[src/design/yuvpp_pkg.sv]
package yuvpp_pkg;

    // Width of every signed channel sum; the largest magnitude stays below 2^23.
    localparam int SUM_W = 24;
    // Bit position where the channel value starts in a clamped sum.
    localparam int CH_LSB = 16;

    typedef logic signed [SUM_W-1:0] sum_t;
    typedef logic [7:0]              sample_t;
    typedef logic [15:0]             rgb565_t;
    typedef logic signed [8:0]       chroma_t;

    // Fixed-point BT.601 full-range coefficients.
    localparam sum_t FAC_RY     = sum_t'(31 * 257);
    localparam sum_t FAC_GY     = sum_t'(63 * 257);
    localparam sum_t FAC_BY     = sum_t'(31 * 257);
    localparam sum_t FAC_RV     = sum_t'(11170);
    localparam sum_t FAC_GV     = sum_t'(-11563);
    localparam sum_t FAC_GU     = sum_t'(-5572);
    localparam sum_t FAC_BU     = sum_t'(14118);
    localparam sum_t RND_OFFSET = sum_t'(127 * 257);
    localparam chroma_t CHROMA_ZERO = chroma_t'(128);

    // Upper clamp limits of the channel sums.
    localparam sum_t TOP_R = sum_t'(31 * 257 * 255 + 127 * 257);
    localparam sum_t TOP_G = sum_t'(63 * 257 * 255 + 127 * 257);
    localparam sum_t TOP_B = sum_t'(31 * 257 * 255 + 127 * 257);

    // Chroma contributions shared by both pixels of a pair, rounding offset included.
    typedef struct packed {
        sum_t red;
        sum_t green;
        sum_t blue;
    } chroma_terms_t;

    // Clamps a channel sum to [0, top] and returns its top bits.
    function automatic logic [5:0] clamp_channel(sum_t sum, sum_t top);
        sum_t clamped;
        if (sum < 0)
        begin
            clamped = '0;
        end
        else if (sum > top)
        begin
            clamped = top;
        end
        else
        begin
            clamped = sum;
        end
        return clamped[CH_LSB+5:CH_LSB];
    endfunction

endpackage

[src/design/yuvpp_chroma.sv]
module yuvpp_chroma (
    input  logic                     clk,
    input  logic                     load,
    input  yuvpp_pkg::sample_t       chroma_blue,
    input  yuvpp_pkg::sample_t       chroma_red,
    output yuvpp_pkg::chroma_terms_t terms
);
    import yuvpp_pkg::*;

    chroma_t       u;
    chroma_t       v;
    sum_t          u_ext;
    sum_t          v_ext;
    chroma_terms_t terms_next;
    chroma_terms_t terms_reg;

    // Remove the chroma bias and sign-extend to the sum width.
    assign u     = $signed({1'b0, chroma_blue}) - CHROMA_ZERO;
    assign v     = $signed({1'b0, chroma_red}) - CHROMA_ZERO;
    assign u_ext = sum_t'(u);
    assign v_ext = sum_t'(v);

    // Constant chroma products for each channel term, the rounding offset folded in.
    always_comb
    begin
        terms_next.red   = FAC_RV * v_ext + RND_OFFSET;
        terms_next.green = FAC_GV * v_ext + FAC_GU * u_ext + RND_OFFSET;
        terms_next.blue  = FAC_BU * u_ext + RND_OFFSET;
    end

    // Pipeline register of the shared chroma terms.
    always_ff @(posedge clk)
    begin
        if (load)
        begin
            terms_reg <= terms_next;
        end
    end

    assign terms = terms_reg;

endmodule

[src/design/yuvpp_lane.sv]
module yuvpp_lane (
    input  yuvpp_pkg::sample_t       luma,
    input  yuvpp_pkg::chroma_terms_t terms,
    output yuvpp_pkg::rgb565_t       pixel
);
    import yuvpp_pkg::*;

    sum_t       luma_ext;
    sum_t       sum_r;
    sum_t       sum_g;
    sum_t       sum_b;
    logic [5:0] chan_r;
    logic [5:0] chan_g;
    logic [5:0] chan_b;

    // Luma is unsigned, so it is zero-extended.
    assign luma_ext = sum_t'({1'b0, luma});

    // Channel sums of this pixel.
    assign sum_r = FAC_RY * luma_ext + terms.red;
    assign sum_g = FAC_GY * luma_ext + terms.green;
    assign sum_b = FAC_BY * luma_ext + terms.blue;

    // Clamp each sum and take its top bits.
    assign chan_r = clamp_channel(sum_r, TOP_R);
    assign chan_g = clamp_channel(sum_g, TOP_G);
    assign chan_b = clamp_channel(sum_b, TOP_B);

    assign pixel = {chan_r[4:0], chan_g, chan_b[4:0]};

endmodule

[src/design/yuv_to_rgb565_pixel_pair_unit.sv]
// Pixel pair converter from YUV to RGB565, BT.601 full range.
//
// Input channel (s_tvalid, s_tready, s_tdata): one item carries two adjacent
// luma samples and the chroma pair they share, chroma biased by 128.
// Output channel (m_tvalid, m_tready, m_tdata): one item per input item with
// both pixels packed as RGB565, red in the top five bits.
//
// Throughput is one item per cycle while m_tready is high; the first stage
// forms the chroma products, the second runs two identical pixel lanes in
// parallel and loads the output register.
// An item is accepted while the output register is still waiting to be taken
// as long as the first stage can move forward, so the pipeline stays full.
//
// When the receiver holds m_tready low, the output item holds and the first
// stage fills; s_tready then drops until the output is taken.
// Reset empties both stages; no item is lost across a stall.
module yuv_to_rgb565_pixel_pair_unit (
    input  logic        clk,
    input  logic        rst_n,
    input  logic        s_tvalid,
    output logic        s_tready,
    // luma_first [7:0], luma_second [15:8], chroma_blue [23:16], chroma_red [31:24]
    input  logic [31:0] s_tdata,
    output logic        m_tvalid,
    input  logic        m_tready,
    // pixel_first [15:0], pixel_second [31:16]
    output logic [31:0] m_tdata
);
    import yuvpp_pkg::*;

    logic          stage1_load;
    logic          out_load;
    logic          s1_valid_reg;
    logic          s1_valid_next;
    logic          out_valid_reg;
    logic          out_valid_next;
    sample_t       luma_first_reg;
    sample_t       luma_second_reg;
    chroma_terms_t terms;
    rgb565_t       lane_first;
    rgb565_t       lane_second;
    rgb565_t       pixel_first_reg;
    rgb565_t       pixel_second_reg;

    // Stage enables: each stage loads when it is empty or the one after it takes its item.
    assign out_load    = !out_valid_reg || m_tready;
    assign stage1_load = !s1_valid_reg || out_load;
    assign s_tready    = stage1_load;

    assign s1_valid_next  = stage1_load ? s_tvalid : s1_valid_reg;
    assign out_valid_next = out_load ? s1_valid_reg : out_valid_reg;

    // Valid flags of both stages.
    always_ff @(posedge clk or negedge rst_n)
    begin
        if (!rst_n)
        begin
            s1_valid_reg  <= 1'b0;
            out_valid_reg <= 1'b0;
        end
        else
        begin
            s1_valid_reg  <= s1_valid_next;
            out_valid_reg <= out_valid_next;
        end
    end

    // First stage: luma samples wait beside the chroma products.
    always_ff @(posedge clk)
    begin
        if (stage1_load)
        begin
            luma_first_reg  <= s_tdata[7:0];
            luma_second_reg <= s_tdata[15:8];
        end
    end

    yuvpp_chroma u_chroma (
        .clk         (clk),
        .load        (stage1_load),
        .chroma_blue (s_tdata[23:16]),
        .chroma_red  (s_tdata[31:24]),
        .terms       (terms)
    );

    // Two pixel lanes share the chroma terms.
    yuvpp_lane u_lane_first (
        .luma  (luma_first_reg),
        .terms (terms),
        .pixel (lane_first)
    );

    yuvpp_lane u_lane_second (
        .luma  (luma_second_reg),
        .terms (terms),
        .pixel (lane_second)
    );

    // Output register merges both lanes into one item.
    always_ff @(posedge clk)
    begin
        if (out_load)
        begin
            pixel_first_reg  <= lane_first;
            pixel_second_reg <= lane_second;
        end
    end

    assign m_tvalid = out_valid_reg;
    assign m_tdata  = {pixel_second_reg, pixel_first_reg};

endmodule

[config.mk]
export PLATFORM = sky130hd
export DESIGN_NAME = yuv_to_rgb565_pixel_pair_unit
export DESIGN_NICKNAME = d
export VERILOG_FILES = /design/src/design/yuvpp_pkg.sv /design/src/design/yuvpp_chroma.sv /design/src/design/yuvpp_lane.sv /design/src/design/yuv_to_rgb565_pixel_pair_unit.sv
export SDC_FILE = /design/constraint.sdc
export NUM_CORES = 1
export LEC_CHECK = 0
export BUFFER_PORTS_ARGS = -buffer_cell sky130_fd_sc_hd__buf_2
export CORE_MARGIN = 2
export CORE_UTILIZATION = 25
export CTS_CLUSTER_DIAMETER = 100
export DETAILED_ROUTE_END_ITERATION = 6
export PLACE_DENSITY = 0.35
export SYNTH_ARGS = -nofsm -noshare
export SYNTH_HDL_FRONTEND = slang
export SYNTH_SLANG_ARGS = --single-unit
[constraint.sdc]
create_clock -name clk -period 12.9 [get_ports clk]
set_clock_uncertainty 0.1 [all_clocks]
set_input_delay 1.29 -clock clk [delete_from_list [all_inputs] [get_ports clk]]
set_output_delay 1.29 -clock clk [all_outputs]
set_load 0.05 [all_outputs]
* Yosys cells after proc, flatten, opt, wreduce, memory -nomap -nowiden *
Index checks and enable logic that the tools add are counted.

operators by class
  $add $sub $neg = 12
  $mul = 8
  magnitude comparators = 12
  multiplexer cells = 6
  reduce and logical (&&, ||, !) cells = 4

operator list
  kind                                                                            count
  24-bit by 1-bit less-than comparator with 1-bit output (second input constant)  6
  22-bit by 24-bit adder with 24-bit output                                       4
  24-bit by 22-bit > comparator with 1-bit output (second input constant)         4
  21-bit two-way mux                                                              4
  24-bit by 16-bit adder with 24-bit output (second input constant)               3
  23-bit by 24-bit adder with 24-bit output                                       2
  24-bit by 23-bit > comparator with 1-bit output (second input constant)         2
  14-bit by 9-bit multiplier with 23-bit output (first input constant)            2
  14-bit by 8-bit multiplier with 22-bit output (first input constant)            2
  22-bit two-way mux                                                              2
  13-bit by 8-bit multiplier with 21-bit output (first input constant)            2
  24-bit adder                                                                    1
  15-bit by 9-bit multiplier with 24-bit output (first input constant)            1
  12-bit by 9-bit multiplier with 21-bit output (first input constant)            1
  8-bit by 8-bit subtractor with 9-bit output (second input constant)             2
  1-bit zero test                                                                 2
  1-bit logical OR                                                                2

word-level totals
  flip-flop bits (word level) = 122
  input bits = 36
  word-level logic and storage cells = 55

* Depth between registers and ports, before layout *
  depth after elaboration = 4
  gate-level depth with buffers = 34
  depth with buffers taken out = 33

* Hierarchy *
Synthesis repeated with hierarchy kept, for this count alone.

second synthesis, totals
  cells, all modules = 2700
  area total of the unflattened synthesis = 25552.0 sq um

by module, submodules not included
  module                         times used  cells an instance  area each (sq um)
  yuvpp_chroma                   1           1238               12497.0
  yuvpp_lane at u_lane_first     1           728                5899.4
  yuvpp_lane at u_lane_second    1           679                5629.1
  yuv_to_rgb565_pixel_pair_unit  1           55                 1526.5

* Worst setup path before layout *
No wires, ideal clock.

  path kind = input to register
  start point = in s_tdata[23]
  end point = reg u_chroma.terms_reg (netlist bit u_chroma.terms[47]), data pin
  library setup time = 0.258 ns
  data arrival time = 8.488 ns
  data required time = 12.542 ns
  slack = 4.055 ns
  stages = 33
  buffers on the path = 1
  path through = clkbuf_1 -> inv_1 -> ha_1 -> inv_1 -> ha_1 -> inv_1 -> fa_1 -> inv_1 -> fa_1 -> inv_1 -> fa_1 -> inv_1 -> ha_1 -> o21ai_0 -> a21boi_0 -> o21ai_0 -> a21oi_1 -> a21oi_1 -> xnor2_1 -> fa_1 -> inv_1 -> fa_1 -> inv_1 -> fa_1 -> ha_1 -> a21o_1 -> nor3_1 -> a21oi_1 -> a41o_1 -> o41ai_1 -> o21bai_1 -> a21oi_1 -> xnor2_1

RTL lines
  item                    line                                 text
  start: declaration      yuv_to_rgb565_pixel_pair_unit.sv:23  input logic [31:0] s_tdata,
  end signal: assignment  yuvpp_chroma.sv:36                   terms_reg <= terms_next;
  end: declaration        yuvpp_chroma.sv:15                   chroma_terms_t terms_reg;

==> impl_metrics.env <==
export IMPL_setup_worst_path_end_class="register"
export IMPL_worstPathMaxFanout=10
export IMPL_crit_buf_inv=9
export IMPL_cp_common_cell="inv_1"
export IMPL_finalWirelength_um=73840
export IMPL_netlist_area_sq_mm=0.02475
export IMPL_ys_seq_area_frac=0.1428
export IMPL_cts_root_buffer="clkbuf_16"
export IMPL_overflow=0
export IMPL_synth_cell_type_count=81
export IMPL_post_synth_top_area_cell="ha_1"
export IMPL_rsz0062_at_grt="false"
export IMPL_yosysTopAreaCellShare=0.2558
export IMPL_status="complete, but fails checks"
export IMPL_grt_pass1_vias=19660
export IMPL_cts_tree="yes"
export IMPL_grt_first_pass_wirelength_um=115200
export IMPL_max_freq_mhz=109.9
export IMPL_grtUsageTotal=0.1488
export IMPL_nNetsFinal=3485
export IMPL_wl_per_cell_um=18.53
export IMPL_synthTopCellsByCount="506 x ha_1, 483 x inv_1, 259 x fa_1"
export IMPL_viasPerCell=4.595
export IMPL_synth_cells=2599
export IMPL_antenna_found_initial=5
export IMPL_crit_path_top_delay_cell="fa_1"
export IMPL_cts_sinks=118
export IMPL_crit_path_start_kind="input port"
export IMPL_regToRegSetupSlack_ns=5.04
export IMPL_post_route_period_util=0.7055
export IMPL_worst_pin_slew_ns=0.9998
export IMPL_drt_iter0_markers=827
export IMPL_relSlewSlack=0.3287
export IMPL_die_h_um=318.7
export IMPL_crit_type="input port to register"
export IMPL_cts_buffers=17
export IMPL_setup_viol=0
export IMPL_rr_worst_depth=22
export IMPL_r2r_start="luma_second_reg[5]$_DFFE_PP_"
export IMPL_ys_flop_type="edfxtp_1"
export IMPL_drt_pass1_iterations=7
export IMPL_hp_class="register to register"
export IMPL_syn_area_per_cell_sq_um=9.523
export IMPL_synth_area_leaders="ha_1 26%, fa_1 21%, edfxtp_1 14%"
export IMPL_critPathMaxStageDelay_ns=0.52
export IMPL_ctsHoldBuffers=0
export IMPL_drcViolationCount=3
export IMPL_ioPinCount=70
export IMPL_insertion_delay_ns=0.49
export IMPL_initial_core_util=0.2519
export IMPL_clkSlewWorstSetupHoldPaths_ns=0.07
export IMPL_tns_ns=0
export IMPL_synth_enable_flop_cells=116
export IMPL_ys_warn_count=0
export IMPL_required_ns=13.04
export IMPL_async_flop_share=0.01695
export IMPL_failed_checks="design-rule violations"
export IMPL_coreArea_sq_mm=0.09828
export IMPL_diodes=0
export IMPL_cts_htree_levels=4
export IMPL_fp_row_count=115
export IMPL_reg2reg_to="pixel_second_reg[6]$_SDFFCE_PN0P_"
export IMPL_syn_nets=3400
export IMPL_final_cell_area_sq_mm=0.02729
export IMPL_area_growth_pct=10.28
export IMPL_max_cap_viol_count=0
export IMPL_io_buffers=69
export IMPL_cp_num_cells=33
export IMPL_critPathCapture="u_chroma.terms[47]$_DFFE_PP_"
export IMPL_drive_gt1_frac=0.05525
export IMPL_ys_ff_latch=118
export IMPL_antenna_left=0
export IMPL_place_area_sq_mm=0.02671
export IMPL_largest_reg_flops=68
export IMPL_grt_start_max_net_pins=37
export IMPL_hold_viol=0
export IMPL_clock_path_buffers=2
export IMPL_dp_hpwl_um=65150
export IMPL_via_count=18306
export IMPL_die_w_um=318.7
export IMPL_setup_worst_path_start="s_tdata[23]"
export IMPL_period_needed_ns=9.100
export IMPL_gp_congestion=0.8429
export IMPL_die_area_sq_mm=0.1015
export IMPL_slew_violations=0
export IMPL_cp_arrival_ns=9.24
export IMPL_post_route_util=0.2777
export IMPL_cts_resized=0
export IMPL_synthMostInstantiatedCell="ha_1"
export IMPL_cts_setup_buffers=0
export IMPL_crit_family="adder cells"
[worst min path at each step]
stage          slack (ns)                  endpoint                     start  cells after the start
2_1_floorplan        0.34      m_tvalid$_DFFE_PN0P_  s1_valid_reg$_DFFE_PN0P_                      1
3_3_place_gp         0.35      m_tvalid$_DFFE_PN0P_  s1_valid_reg$_DFFE_PN0P_                      1
3_5_place_dp         0.37      m_tvalid$_DFFE_PN0P_  s1_valid_reg$_DFFE_PN0P_                      1
4_1_cts              0.39      m_tvalid$_DFFE_PN0P_  s1_valid_reg$_DFFE_PN0P_                      1
5_1_grt              0.43  s1_valid_reg$_DFFE_PN0P_                     rst_n                      1
6_report             0.39      m_tvalid$_DFFE_PN0P_  s1_valid_reg$_DFFE_PN0P_                      1
[area by class of cell]
type / count / area (sq um)
well taps: 1287 / 1610
flip-flops and latches: 118 / 3533
clock buffers: 17 / 425.4
multi-input cells: 1991 / 19380
fillers: 10359 / 70980
repair buffers: 73 / 375.4
clock inverters: 15 / 156.4
inverters: 483 / 1813
[cell usage in the layout (no fill, tap or decap), types with 6 or more instances in the layout]
master | netlist | layout
a211o_1 | 6 | 6
edfxtp_1 | 116 | 116
a31oi_1 | 15 | 15
mux2i_1 | 7 | 7
or3_1 | 19 | 19
clkbuf_16 | 0 | 17
a41oi_1 | 7 | 7
a21o_1 | 70 | 70
inv_1 | 483 | 483
nor2_1 | 119 | 119
nand2b_1 | 25 | 24
nand4_1 | 11 | 11
o31ai_1 | 11 | 11
o21bai_1 | 14 | 14
nand2_1 | 98 | 98
ha_1 | 506 | 506
buf_2 | 0 | 69
and3_1 | 19 | 19
nor2b_1 | 25 | 25
a211oi_1 | 23 | 23
a31o_2 | 6 | 6
a21oi_1 | 170 | 170
o211ai_1 | 16 | 16
xor2_1 | 56 | 56
xnor2_1 | 156 | 156
nand3_1 | 38 | 38
o21ai_0 | 81 | 81
fa_1 | 259 | 259
and2_1 | 11 | 11
or2_2 | 14 | 14
nor3_1 | 53 | 53
o21a_1 | 49 | 49
[kinds of logic after synthesis]
| logic type | share of synthesized area |
|---|---|
| AO/OA/AOI/OAI | 0.1439 |
| XOR/XNOR | 0.07593 |
| adder cells (fa/ha/maj) | 0.4653 |
| buffers and inverters | 0.07431 |
| flip-flops | 0.1428 |
| multiplexers | 0.002831 |
| AND/OR/NAND/NOR | 0.09504 |
[metrics by stage]
stage,hold WS (ns),cells,setup WS [ns]
floorplan,0.3351,2599,4.055
global placement,0.3500,3952,3.401
detailed placement,0.3745,3952,3.258
CTS,0.3946,3984,3.788
global route,0.4332,3984,3.189
finish,0.3949,3984,3.800
[routing by layer]
layer,up-vias,routed length (um),GRT usage
met5,-,13,0
met4,2,956,0.03191
met3,49,1246,0.01469
met2,201,37140,0.2650
met1,8968,34480,0.1936
li1,9086,-,-
Power is not shown: default switching activity piles up to over one toggle a cycle in this logic, so the estimate is an artifact.
